## src/rtl/bpled_pkg.sv

```systemverilog
// shared types and constants for the burst peak loud event detector
package bpled_pkg;

    localparam int SAMPLE_BITS = 16;
    localparam int PEAK_W = SAMPLE_BITS - 1;
    localparam int THRESH_W = 15;
    localparam int HOLDOFF_W = 16;
    localparam int TIMER_BITS_DEFAULT = 16;
    localparam int CFG_DATA_W = 16;
    localparam int CFG_INDEX_W = 1;

    localparam logic [1:0] CMD_SAMPLE = 2'd0;
    localparam logic [1:0] CMD_TICK = 2'd1;
    localparam logic [1:0] CMD_TAKE = 2'd2;

    localparam logic [CFG_INDEX_W-1:0] REG_PEAK_THRESHOLD = 1'd0;
    localparam logic [CFG_INDEX_W-1:0] REG_HOLDOFF_TICKS = 1'd1;

    localparam logic [THRESH_W-1:0] PEAK_THRESHOLD_RESET = 15'd2000;
    localparam logic [HOLDOFF_W-1:0] HOLDOFF_TICKS_RESET = 16'd100;

    typedef struct packed {
        logic [1:0] cmd;
        logic signed [SAMPLE_BITS-1:0] sample_value;
        logic last_in_burst;
    } t_in_beat;

    typedef struct packed {
        logic loud_event;
        logic [PEAK_W-1:0] burst_peak;
        logic armed;
        logic flag_taken;
    } t_out_beat;

endpackage

```

## src/rtl/bpled_core.sv

```systemverilog
// detector state: running peak, holdoff timer and loud flag
module bpled_core
    import bpled_pkg::*;
#(
    parameter int TIMER_BITS = TIMER_BITS_DEFAULT
) (
    input  logic                 i_clk,
    input  logic                 i_rst_n,
    input  logic                 i_accept,
    input  t_in_beat             i_beat,
    input  logic [THRESH_W-1:0]  i_peak_threshold,
    input  logic [HOLDOFF_W-1:0] i_holdoff_ticks,
    output t_out_beat            o_result
);

    localparam int CMP_W = (TIMER_BITS > HOLDOFF_W) ? TIMER_BITS : HOLDOFF_W;

    logic [PEAK_W-1:0]     r_running_peak, n_running_peak;
    logic                  r_holding_off, n_holding_off;
    logic [TIMER_BITS-1:0] r_holdoff_elapsed, n_holdoff_elapsed;
    logic                  r_loud_latched, n_loud_latched;

    logic [SAMPLE_BITS-1:0] raw;
    logic [SAMPLE_BITS-1:0] neg;
    logic [PEAK_W-1:0]      mag;
    logic [PEAK_W-1:0]      peak_max;
    logic [TIMER_BITS-1:0]  elapsed_inc;

    // magnitude, most negative code saturates
    always_comb begin
        raw = i_beat.sample_value;
        neg = ~raw + SAMPLE_BITS'(1);
        if (raw[SAMPLE_BITS-1]) begin
            mag = neg[SAMPLE_BITS-1] ? {PEAK_W{1'b1}} : neg[PEAK_W-1:0];
        end else begin
            mag = raw[PEAK_W-1:0];
        end
        peak_max = (mag > r_running_peak) ? mag : r_running_peak;
        elapsed_inc = (r_holdoff_elapsed == {TIMER_BITS{1'b1}}) ?
                      r_holdoff_elapsed : r_holdoff_elapsed + TIMER_BITS'(1);
    end

    always_comb begin
        n_running_peak = r_running_peak;
        n_holding_off = r_holding_off;
        n_holdoff_elapsed = r_holdoff_elapsed;
        n_loud_latched = r_loud_latched;
        o_result = '0;
        case (i_beat.cmd)
            CMD_SAMPLE: begin
                if (!r_holding_off) begin
                    n_running_peak = peak_max;
                    if (i_beat.last_in_burst) begin
                        o_result.burst_peak = peak_max;
                        n_running_peak = '0;
                        if (peak_max >= i_peak_threshold) begin
                            o_result.loud_event = 1'b1;
                            n_loud_latched = 1'b1;
                            n_holding_off = 1'b1;
                            n_holdoff_elapsed = '0;
                        end
                    end
                end
            end
            CMD_TICK: begin
                if (r_holding_off) begin
                    n_holdoff_elapsed = elapsed_inc;
                    if (CMP_W'(elapsed_inc) >= CMP_W'(i_holdoff_ticks)) begin
                        n_holding_off = 1'b0;
                    end
                end
            end
            CMD_TAKE: begin
                o_result.flag_taken = r_loud_latched;
                n_loud_latched = 1'b0;
            end
            default: begin
            end
        endcase
        o_result.armed = !n_holding_off;
    end

    always_ff @(posedge i_clk) begin
        if (!i_rst_n) begin
            r_running_peak <= '0;
            r_holding_off <= 1'b1;
            r_holdoff_elapsed <= '0;
            r_loud_latched <= 1'b0;
        end else if (i_accept) begin
            r_running_peak <= n_running_peak;
            r_holding_off <= n_holding_off;
            r_holdoff_elapsed <= n_holdoff_elapsed;
            r_loud_latched <= n_loud_latched;
        end
    end

endmodule

```

## src/rtl/burst_peak_loud_event_detector.sv

```systemverilog
// top level of the burst peak loud event detector
// The block takes one beat per clock while o_in_stall is low and gives
// exactly one result beat per input beat; the peak update, threshold compare
// and holdoff timer are combinational and registered when a beat is accepted.
// The result sits in an output register backed by one skid register, so input
// beats keep flowing while a result waits; o_in_stall rises only when both
// hold results. After reset the detector is in holdoff and drops samples until
// holdoff_ticks ticks have passed. Write configuration only while idle.
module burst_peak_loud_event_detector
    import bpled_pkg::*;
#(
    parameter int TIMER_BITS = TIMER_BITS_DEFAULT
) (
    input  logic                   i_clk,
    input  logic                   i_rst_n,
    input  logic                   i_in_valid,
    output logic                   o_in_stall,
    input  t_in_beat               i_in_beat,
    output logic                   o_out_valid,
    input  logic                   i_out_stall,
    output t_out_beat              o_out_beat,
    input  logic                   i_cfg_we,
    input  logic [CFG_INDEX_W-1:0] i_cfg_index,
    input  logic [CFG_DATA_W-1:0]  i_cfg_data
);

    logic [THRESH_W-1:0]  r_peak_threshold;
    logic [HOLDOFF_W-1:0] r_holdoff_ticks;

    logic      r_out_valid;
    t_out_beat r_out_beat;
    logic      r_skid_valid;
    t_out_beat r_skid_beat;

    logic      accept;
    logic      take_out;
    t_out_beat result;

    assign o_in_stall = r_skid_valid;
    assign accept = i_in_valid && !r_skid_valid;
    assign take_out = r_out_valid && !i_out_stall;
    assign o_out_valid = r_out_valid;
    assign o_out_beat = r_out_beat;

    always_ff @(posedge i_clk) begin
        if (!i_rst_n) begin
            r_peak_threshold <= PEAK_THRESHOLD_RESET;
            r_holdoff_ticks <= HOLDOFF_TICKS_RESET;
        end else if (i_cfg_we) begin
            case (i_cfg_index)
                REG_PEAK_THRESHOLD: r_peak_threshold <= i_cfg_data[THRESH_W-1:0];
                REG_HOLDOFF_TICKS: r_holdoff_ticks <= i_cfg_data[HOLDOFF_W-1:0];
                default: begin
                end
            endcase
        end
    end

    bpled_core #(
        .TIMER_BITS(TIMER_BITS)
    ) u_core (
        .i_clk(i_clk),
        .i_rst_n(i_rst_n),
        .i_accept(accept),
        .i_beat(i_in_beat),
        .i_peak_threshold(r_peak_threshold),
        .i_holdoff_ticks(r_holdoff_ticks),
        .o_result(result)
    );

    // output register with skid
    always_ff @(posedge i_clk) begin
        if (!i_rst_n) begin
            r_out_valid <= 1'b0;
            r_skid_valid <= 1'b0;
        end else begin
            if (accept) begin
                if (!r_out_valid || take_out) begin
                    r_out_valid <= 1'b1;
                end else begin
                    r_skid_valid <= 1'b1;
                end
            end else if (take_out) begin
                r_out_valid <= r_skid_valid;
                r_skid_valid <= 1'b0;
            end
        end
    end

    always_ff @(posedge i_clk) begin
        if (accept) begin
            if (!r_out_valid || take_out) begin
                r_out_beat <= result;
            end else begin
                r_skid_beat <= result;
            end
        end else if (take_out && r_skid_valid) begin
            r_out_beat <= r_skid_beat;
        end
    end

endmodule

```

## config.mk

```make
export PLATFORM = sky130hd
export DESIGN_NAME = burst_peak_loud_event_detector
export DESIGN_NICKNAME = d
export VERILOG_FILES = /design/src/rtl/bpled_pkg.sv /design/src/rtl/bpled_core.sv /design/src/rtl/burst_peak_loud_event_detector.sv
export SDC_FILE = /design/constraint.sdc
export NUM_CORES = 1
export LEC_CHECK = 0
export ABC_AREA = 1
export BUFFER_PORTS_ARGS = -buffer_cell sky130_fd_sc_hd__buf_2
export CAP_MARGIN = 40
export CORE_UTILIZATION = 30
export CTS_BUF_LIST = sky130_fd_sc_hd__clkbuf_16
export DETAILED_ROUTE_END_ITERATION = 12
export PLACE_DENSITY = 0.48
export SLEW_MARGIN = 20
export SYNTH_ARGS = -nofsm -noshare
export SYNTH_HDL_FRONTEND = slang
export SYNTH_SLANG_ARGS = --single-unit
```

## constraint.sdc

```tcl
create_clock -name i_clk -period 8.6 [get_ports i_clk]
set_input_delay 1.72 -clock i_clk [delete_from_list [all_inputs] [get_ports i_clk]]
set_output_delay 1.72 -clock i_clk [all_outputs]
set_load 0.05 [all_outputs]
```

==> summary.txt <==
Floorplanning
  – Starting utilization of the core area: 30.7%
  – Floorplan die area: around 22000 um^2
  – Cell row count: 53
  – Placeable core region: between 20000 and 25000 um^2
  – I/O pins: between 60 and 70
  – Height of the die: around 150 um
  – Width of the die: roughly 150 um

Timing
  – Final Hold Violating Endpoints: 0
  – Setup repair after global routing missed its margin: no
  – Setup total negative slack: 0 ns
  – Final-report setup violation count: 0
  – Clock skew after layout: just under 0.008 ns
  – Crit share post-route: between 60% and 70%
  – Highest clock frequency the design can meet: 0.172 GHz
  – Actual slew at the worst max-slew pin: about 0.8 ns
  – Shortest clock period the worst path allows after layout: 5.81 ns
  – Final worst hold slack: ~0.46 ns
  – Worst relative slew slack: a little under half
  – Worst path setup slack after routing: around 2.8 ns
  – Number of max-slew violations in the final report: 0

Yosys
  – Post-synth EDFFs: 36
  – Post-synthesis cell type with the largest combined area: dfxtp_1
  – Total of warnings raised by yosys: 0
  – Post-Syn Area per Cell: about 7.3 um^2
  – Main flop type after synthesis: dfxtp_1
  – Multiplexer fraction of the synthesized cell area: 0%
  – Main combinational cell family by area after synthesis: simple AND/OR/NAND/NOR gates
  – Area share of the largest cell type after synthesis: 20.5%
  – Total of flip-flops plus latches after synthesis: around 100
  – Area share of xor/xnor cells in the synthesized design: 2.04%
  – Post-synthesis compound-gate area fraction: roughly an eighth
  – Post-Synthesis Net Count: about 970
  – Dominant cells by area after synthesis: dfxtp_1, edfxtp_1, nand2_1, ha_1, inv_1
  – Share of synthesized cell area in full adder, half adder and majority cells: a little under a tenth
  – Basic-gate share of the synthesized area counting and, or, nand and nor cells: between 20% and 30%
  – Fraction of registers with async set/reset: 0%
  – Post-synthesis cell count: between 800 and 900
  – Part of the Yosys area used for sequential elements: between 30% and 40%
  – Count of different cell masters after synthesis: 37
  – Mapped Area: around 6400 um^2

Cells and area
  – Nets: about 1000
  – Number of antenna cells inserted: 0
  – Post-route core utilization: around a third
  – Count of filler cells inserted in the layout: roughly 2200
  – Area Growth Syn to Fin: 12.8%
  – Fraction of final layout cells with drive strength greater than 1: 14.4%

Worst setup path
  – RR Startpoint: u_core.r_running_peak[14]
  – Arrival time of data at the critical path endpoint: a little over 6 ns
  – Terminus of the critical flop-to-flop path: u_core.r_holdoff_elapsed[9]
  – Slowest cell delay on critical path: 0.40 ns
  – Critical path launch point type: input port
  – Cell at the slowest stage of the critical path: nand3_2
  – WS Path Type: in -> reg
  – Worst endpoint required time: approximately 8.8 ns
  – Cell with the most instances on the worst path: nor2_1
  – Number of cell instances on the worst register-to-register path: 20
  – Endpoint type of the worst setup path: flip-flop
  – Maximum net fanout on the critical path: 29
  – Reg-to-reg slack, setup: a little under 5 ns

Power
  – Areal power density over the cells: around 160 nW/um^2
  – Total leakage power: roughly 0.0033 uW
  – Overall Power: 1200 uW
  – Worst vdd ir: around 0.000093 V

Placed design
  – Post-placement setup slack: 2.41 ns
  – PortBufs: 60
  – Detail Placement HPWL: 12500 um
  – Routability congestion estimate from global placement: 0.779

Detailed routing
  – Violation count after the first detailed-routing iteration: 356
  – Via count: 5500
  – Antenna viol nets, final: 0
  – Length of the first detailed-routing pass in iterations: 5
  – Vias per Instance: between 4 and 5
  – Average wire per standard cell: roughly 13 um
  – Routed WL: roughly 16000 um
  – Number of design rule violations left after detail routing: 0

Global route
  – Initial antenna violation count: 0
  – Total congestion overflow: 0
  – Wire length of the first global-routing pass: roughly 27000 um
  – Vias in the first global route: ~5100
  – Maximum number of pins on one net before global-route repair: 35
  – Overall global routing resource usage: roughly 16%

Worst hold path
  – Startpoint of the tightest hold check path: r_peak_threshold[1]
  – Cell count of the worst hold path: 2
  – Type of the most critical hold path: reg -> reg
  – End point of the most critical hold path: r_peak_threshold[1]

Clock network
  – Post-CTS sizing: 0
  – CTS buffer count: 9
  – CTS Root Cell: clkbuf_16
  – Hold buffer count at CTS: 0
  – CTS sink cnt: just over 100
  – TritonCTS clock tree: done
  – Buffer levels on the longest clock path: 2
  – Post-CTS setup buffer count: 0
  – Clock latency on the worst-skew pair: around 0.36 ns
  – Clock input transition at the sequential cells of the worst setup and hold paths: around 0.07 ns
  – H-tree lvl count: 3

Outcome
  – Run status: completed

Job
  – Max Cap Violations: 0
==> registers in the layout (all words and copies together) (netlist names), named ones only <==
register                  count
o_in_stall                    1
r_peak_threshold             15
r_skid_beat                  18
o_out_beat                   18
u_core.r_running_peak        15
o_out_valid                   1
u_core.r_loud_latched         1
u_core.r_holdoff_elapsed     16
r_holdoff_ticks              16
==> stage by stage <==
step / instance area [um^2] / instances
finish: 7280 / 1210
global route: 7280 / 1210
CTS: 7280 / 1210
detailed placement: 6990 / 1194
global placement: 6990 / 1194
floorplan: 6450 / 880
==> critical path, delay by kind of cell <==
| family | cells | cell delay (ns) |
|---|---|---|
| AND/OR/NAND/NOR | 19 | 2.65 |
| AO/OA/AOI/OAI | 3 | 0.53 |
| buffers and inverters | 4 | 0.32 |
| adder cells (fa/ha/maj) | 3 | 0.80 |
==> routing by layer <==
metal | global-route usage [%] | vias up | routed length (um)
li1 | - | 2950 | -
met3 | 2.09 | 13 | 429
met4 | 4.69 | 0 | 240
met2 | 26.7 | 87 | 7800
met1 | 20.2 | 2450 | 7770
met5 | 0 | - | 0
==> placed cells by master, fill, tap and decap left out, drive strengths merged <==
| master | instances |
|---|---|
| ha | 48 |
| o21a | 5 |
| edfxtp | 36 |
| nand3 | 60 |
| o21ai | 51 |
| nand3b | 1 |
| xor2 | 14 |
| a21boi | 1 |
| clkinvlp | 1 |
| inv | 136 |
| a22oi | 5 |
| o211ai | 9 |
| nand4 | 13 |
| clkbuf | 9 |
| dfxtp | 66 |
| nand2 | 237 |
| and2 | 1 |
| a21oi | 71 |
| o21bai | 2 |
| xnor2 | 1 |
| clkinv | 3 |
| buf | 64 |
| nor2 | 95 |
| nor3 | 6 |
==> power by group <==
| group | total [uW] | leakage, uW | switching (uW) | internal, uW |
|---|---|---|---|---|
| clock network | 408 | 0.000140 | 205 | 203 |
| logic | 256 | 0.00231 | 179 | 76.9 |
| registers | 535 | 0.000859 | 9.11 | 526 |
==> cells by family after synthesis <==
logic type                 after synthesis
AOI/OAI and AO/OA                      144
xor gates and xnor gates                15
adders and majority gates               48
buffers and inverters                  158
DFF                                    102
and+or+nand+nor                        413
==> cells in the mapped netlist (6+ instances only) <==
cell type / instances
nand2_1: 220
inv_1: 128
nor2_1: 79
a21oi_1: 66
dfxtp_1: 66
nand3_1: 57
ha_1: 48
edfxtp_1: 36
o21ai_0: 35
clkbuf_1: 14
xor2_1: 14
nand2_2: 12
nand4_1: 11
nor2_2: 9
o211ai_1: 9
o21ai_1: 9
nor2_4: 7
o21ai_2: 7
nor3_1: 6
==> final cells by class <==
type / count / area, um^2 / area share, %
tap: 275 / 344 / 4.73
timing repair buffer: 64 / 330 / 4.54
inverter: 133 / 499 / 6.86
clock inverter: 7 / 65.1 / 0.894
clock buffer: 9 / 225 / 3.09
multi-input combinational: 620 / 3410 / 46.9
sequential: 102 / 2400 / 33.0
==> worst max path at each step <==
stage	endpoint	depth (start not counted)	slack, ns	start
after global routing	u_core.r_holdoff_elapsed[9]	29	2.16	i_in_beat[1]
after floorplan	u_core.r_holdoff_elapsed[4]	29	3.46	i_in_beat[1]
after global placement	u_core.r_holdoff_elapsed[14]	29	2.46	i_in_beat[1]
final	u_core.r_holdoff_elapsed[9]	29	2.79	i_in_beat[1]
after detailed placement	u_core.r_holdoff_elapsed[14]	29	2.41	i_in_beat[1]
after CTS	u_core.r_holdoff_elapsed[14]	29	2.76	i_in_beat[1]
Note: power is estimated with default switching activity, not from simulation.
